File: src/hdl/tgr_pkg.sv
// Shared types and constants for the text/graphics raster pixel generator.
package tgr_pkg;
  localparam int unsigned VideoBytesDef = 65536;
  localparam int unsigned ScreenRowsDef = 400;
  localparam int unsigned ScreenColsDef = 640;
  localparam int unsigned FontBytes     = 4096;
  localparam int unsigned FontAw        = 12;

  localparam logic [1:0] OpVideoWr = 2'd0;
  localparam logic [1:0] OpFontWr  = 2'd1;
  localparam logic [1:0] OpTick    = 2'd2;
  localparam logic [1:0] OpRender  = 2'd3;

  localparam logic [2:0] RegMode   = 3'd0;
  localparam logic [2:0] RegLines  = 3'd1;
  localparam logic [2:0] RegArea0  = 3'd2;
  localparam logic [2:0] RegArea1  = 3'd3;
  localparam logic [2:0] RegArea2  = 3'd4;
  localparam logic [2:0] RegArea3  = 3'd5;
  localparam logic [2:0] RegCursor = 3'd6;
  localparam logic [2:0] RegCurAdr = 3'd7;

  localparam logic [1:0] ModeGfxOnly = 2'd1;
  localparam logic [1:0] ModeTxtOnly = 2'd2;

  localparam logic [3:0] ColorOff  = 4'd0;
  localparam logic [3:0] ColorOn   = 4'd1;
  localparam logic [3:0] ColorHigh = 4'd9;

  // Controller to datapath commands.
  typedef struct packed {
    logic take;     // capture the input item
    logic find;     // evaluate one partition
    logic rd_code;  // issue video read of code (or gfx byte)
    logic rd_attr;  // issue attribute read
    logic rd_font;  // issue font read
    logic finish;   // compute and load result register
  } tgr_cmd_t;

  // Datapath to controller status.
  typedef struct packed {
    logic found;    // partition search finished with a hit
    logic miss;     // search finished with no hit / uncovered
    logic is_gfx;   // hit partition renders as graphics
  } tgr_sts_t;
endpackage

File: src/hdl/tgr_ctrl.sv
// Sequencer for writes, ticks and pixel renders.
module tgr_ctrl import tgr_pkg::*; (
  input  logic       clk_i,
  input  logic       rst_ni,
  input  logic       in_valid_i,
  input  logic [1:0] in_op_i,
  output logic       in_ready_o,
  input  logic       out_busy_i,
  input  tgr_sts_t   sts_i,
  output tgr_cmd_t   cmd_o
);
  typedef enum logic [2:0] {
    StIdle, StFind, StAttr, StFont, StWait, StDone
  } state_e;
  state_e state_q, state_d;

  assign in_ready_o = (state_q == StIdle);

  always_comb begin
    state_d = state_q;
    cmd_o   = '0;
    unique case (state_q)
      StIdle: begin
        if (in_valid_i) begin
          cmd_o.take = 1'b1;
          if (in_op_i == OpRender) state_d = StFind;
        end
      end
      StFind: begin
        cmd_o.find = 1'b1;
        if (sts_i.miss) begin
          state_d = StDone;
        end else if (sts_i.found) begin
          cmd_o.rd_code = 1'b1;
          state_d = sts_i.is_gfx ? StWait : StAttr;
        end
      end
      StAttr: begin
        cmd_o.rd_attr = 1'b1;
        state_d = StFont;
      end
      StFont: begin
        cmd_o.rd_font = 1'b1;
        state_d = StWait;
      end
      StWait: state_d = StDone;
      StDone: begin
        if (!out_busy_i) begin
          cmd_o.finish = 1'b1;
          state_d = StIdle;
        end
      end
      default: state_d = StIdle;
    endcase
  end

  always_ff @(posedge clk_i or negedge rst_ni) begin
    if (!rst_ni) state_q <= StIdle;
    else         state_q <= state_d;
  end

  ap_render_ends: assert property (@(posedge clk_i) disable iff (!rst_ni)
    cmd_o.finish |=> state_q == StIdle) else $error("finish not back to idle");
  ap_no_take_busy: assert property (@(posedge clk_i) disable iff (!rst_ni)
    (state_q != StIdle) |-> !cmd_o.take) else $error("take while busy");
  ap_font_after_attr: assert property (@(posedge clk_i) disable iff (!rst_ni)
    cmd_o.rd_font |-> $past(cmd_o.rd_attr)) else $error("font read order");
endmodule

File: config.mk
export PLATFORM = sky130hd
export DESIGN_NAME = tgr_ctrl
export DESIGN_NICKNAME = d
export VERILOG_FILES = /design/src/hdl/tgr_pkg.sv /design/src/hdl/tgr_ctrl.sv
export SDC_FILE = /design/constraint.sdc
export NUM_CORES = 1
export LEC_CHECK = 0
export ABC_AREA = 1
export BUFFER_PORTS_ARGS = -buffer_cell sky130_fd_sc_hd__buf_4
export CAP_MARGIN = 20
export CORE_AREA = 2 2 39 41
export DETAILED_ROUTE_END_ITERATION = 10
export DIE_AREA = 0 0 41 43
export SETUP_SLACK_MARGIN = 0.3
export SLEW_MARGIN = 20
export SYNTH_ARGS = -nofsm -noshare
export SYNTH_HDL_FRONTEND = slang
export SYNTH_SLANG_ARGS = --single-unit
File: constraint.sdc
create_clock -name clk_i -period 0.94 [get_ports clk_i]
set_clock_uncertainty 0.05 [all_clocks]
set_input_delay 0.094 -clock clk_i [delete_from_list [all_inputs] [get_ports clk_i]]
set_output_delay 0.094 -clock clk_i [all_outputs]
set_load 0.05 [all_outputs]
Word-level counts from Yosys, hierarchy flattened. Cells that the tools add are included.

Register bits after elaboration: 3. Bits of input ports: 9.

Eq/ne operators: 10. Mux-type cells: 16. Reduce and logical (&&, ||, !) cells: 2.

Operator list (count): 3-bit two-way mux (6); 3-bit one-hot mux with 6 select lines (1); 1-bit two-way mux (8); 3-bit by 2-bit equality test with 1-bit output (second input constant) (2); 3-bit equality test (second input constant) (2); 2-bit != test (second input constant) (2); 4-bit AND reduction (1); 3-bit by 1-bit equality test with 1-bit output (second input constant) (1); 3-bit zero test (1); 3-bit != test (second input constant) (1); 2-bit equality test (second input constant) (1); 2-bit two-way mux (1); 2-bit by 1-bit != test with 1-bit output (second input constant) (1).

Longest topological paths before layout.
Depth in word-level cells: 4. Depth in mapped cells: 6. Mapped depth without buffers: 6.

Least setup slack after synthesis. Ideal clock, no wire load.

Path kind: register to register. Start: reg state_q[0]. End: reg state_q[1]. Setup time: 0.077 ns. Arrival: 1.747 ns. Data required time: 0.813 ns. Slack: -0.934 ns. Stages on the path, launching flop included: 4. Cell sequence: dfrtp_1 -> nor3_1 -> a21oi_1 -> nor2_1.

Word-level cells in the longest chain between the ends: 3.

RTL lines: start, declared (RTL line tgr_ctrl.sv:15) `state_e state_q, state_d;`; start signal, assigned (RTL line tgr_ctrl.sv:58) `if (!rst_ni) state_q <= StIdle;`; start signal, assigned (RTL line tgr_ctrl.sv:59) `else state_q <= state_d;`; 3-bit by 1-bit equality test with 1-bit output (tied with other cells) (RTL line tgr_ctrl.sv:22) `unique case (state_q)`; 3-bit != test (no line) (tied with other cells); 4-bit AND reduction (no line).

Several ways; a longest one is shown, not always the timed one. A chain may end at the register's enable or synchronous reset.

==> results.toml <==
[status]
status = "complete, but fails checks"
violations = "setup timing"

[setup_path]
path_buf_inv = 1
critPathSlowestCell = "dfrtp_2"
cp.required_ns = 0.80
path_class = "reg2out"
cp_top_family = "flip-flops"
crit_fanout = 6
crit_chain = "nor2_2 -> nand2_2 -> nor2_4 -> buf_6"
arrival_ns = 1.22
start_kind = "flop"
max_stage_delay_ns = 0.46
end_kind = "output pin"
ff2ff_setup_slack_ns = -0.38

[drt]
via_per_inst = 4.23
drcViolationCount = 0
dr.pass1.iters = 2
drtAntennaViolNets = 0
routed_wl_um = 808
wl_per_cell_um = 8.78
drtIter0Drc = 1
vias = 389

[cells_and_area]
reg.largest.list = "state_q: 3 flops"
antenna_cells = 0
nets = 86
largest_reg_flops = 3
fin_util = 0.465
ff_latch_area_um2 = 77.6
fillCellCount = 137
area_growth_pct = 153
fin_cells = 92
multi_input_area_um2 = 210
regMostFlops = "state_q"
drive_above_1_share = 0.697

[power]
power_uw = 2210
power_leakage_uw = 0.000307
power_density_mw_per_mm2 = 3440
irDropWorstVdd_mv = 1.22

[floorplanning]
start_util = 0.184
rows = 14
io_pins = 16
core_area_mm2 = 0.00138
die_w_um = 41
dieArea_mm2 = 0.00176
die_h_um = 43

[grt]
grt_usage = 0.114
grt_pass1_wl_um = 1370
grt_start_max_net_pins = 7
grt_pass1_vias = 358
grt-ovfl-total = 0
antenna_found_initial = 0

[logic_synthesis]
synth.distinct_cells = 12
synth_area_um2 = 254
synth_top_area_share = 0.296
synth_area_per_cell_um2 = 6.05
synthCells = 42
yosys-top-cells-area = "dfrtp_1 30%, nor2_1 16%, inv_1 10%, nand2_1 10%, nand3_1 7.9%"
synth_nets = 51
synth_top_area_cell = "dfrtp_1"
ys_ff_latch = 3
yosysWarningCount = 0
yosysSeqAreaShare = 0.296

[placement]
dpl.cell_count = 81
portBuffers = 15
gp_congestion = 0.727
place.detailed.hpwl_um = 641
pre_cts_ws_ns = -0.255

[sta]
setup_viol = 10
worstMarginPinSlew_ns = 0.179
drv_slew = 0
fin_crit_sh = 1.45
rsz0062_at_grt = "yes"
finalCriticalPeriod_ns = 1.37
relSlewSlack = 0.881
fin_ws_ns = -0.425
fmax_mhz = 733
hold_viol = 0

[worst_hold_path]
hold_path.class = "in2async"

[clock_network]
ctsLongestPathBuffers = 2
cts_sinks = 3
clk_pin_slew_worst_paths_ns = 0.03
cts_tree = "done"
root_buffer = "clkbuf_4"
cts_made_buffers = 3
clock_latency_ns = 0.23
htreeDepth = 1

[job]
cap_violations = 0
[power breakdown]
part | internal [uW] | switching (uW)
combinational | 763 | 943
sequential | 191 | 95.0
clock | 159 | 58.3
[cells in the final DEF, fill, tap and decap left out, types with 2 or more instances in the layout]
cell / Yosys / final
nor2_2: 1 / 2
inv_2: 1 / 2
buf_6: 0 / 6
buf_8: 0 / 2
clkinvlp_4: 0 / 3
nor2_1: 11 / 7
nand3_2: 2 / 3
nand4_1: 2 / 2
dfrtp_2: 0 / 2
nand2_2: 0 / 3
buf_4: 0 / 21
nor2_4: 0 / 3
inv_1: 7 / 2
nand3_1: 4 / 2
nand2_1: 7 / 4
a21oi_1: 2 / 2
clkbuf_4: 0 / 3
[final timing paths]
kind / from / end / cells past startpoint
max reg2reg: state_q[1] / state_q[1] / 7
max: state_q[0] / cmd_o[5] / 4
min: rst_ni / state_q[2] / 2
max in group asynchronous: rst_ni / state_q[1] / 2
min in group clk_i: sts_i[2] / state_q[0] / 5
min reg2reg: state_q[0] / state_q[0] / 3
[repair_timing]
item | 4_1_cts | 5_1_grt
buffers inserted | 3 | 3
pin swaps | 5 | 0
endpoints found under the hold margin | 3 | 0
setup endpoints to repair | 10 | 10
hold buffers | 1 | 0
resized for setup | 9 | 8
[area by class of cell]
cell class                      instances  share of cell area
Timing Repair Buffer                   30               0.412
Multi-Input combinational cell         31               0.327
Sequential cell                         3               0.121
Inverter                                8              0.0681
Clock buffer                            4              0.0409
Tap cell                               16              0.0311
[layer usage]
metal	global-route usage	share of wire
met1	0.143	0.43
met2	0.169	0.55
met3	0.0471	0.022
met4	0.0400	0
met5	0	0
[through the flow]
stage	TNS [ns]	hold WS, ns	instance area (um^2)
after global routing	-4.38	0.153	643
after CTS	-3.67	0.127	591
after global placement	-1.72	-0.162	503
after floorplan	-1.84	-0.252	310
after detailed placement	-1.93	-0.164	503
final	-3.67	0.134	643
[cell usage after synthesis]
master and n:
a21oi_1 2, nand4_1 2, nand3_1 4, dfrtp_1 3, inv_2 1, nor3_1 1, o21bai_1 1, inv_1 7
nand2_1 7, nor2_2 1, nand3_2 2, nor2_1 11
[worst register-to-register path: stages (launching register included)]
cell and delay, ns:
dfrtp_2 0.43, inv_2 0.10, buf_4 0.12, nor3_4 0.04, buf_4 0.12, buf_4 0.12
a21oi_1 0.16, nor2_1 0.07
[cells by family (layout without fill, tap and decap cells)]
group	Yosys count	count (layout)	synth area share
AO/OA/AOI/OAI	3	3	0.0690
buffers and inverters	8	42	0.118
flip-flops	3	3	0.296
AND/OR/NAND/NOR	28	28	0.517
No activity file was read; power rests on OpenSTA's default activity.
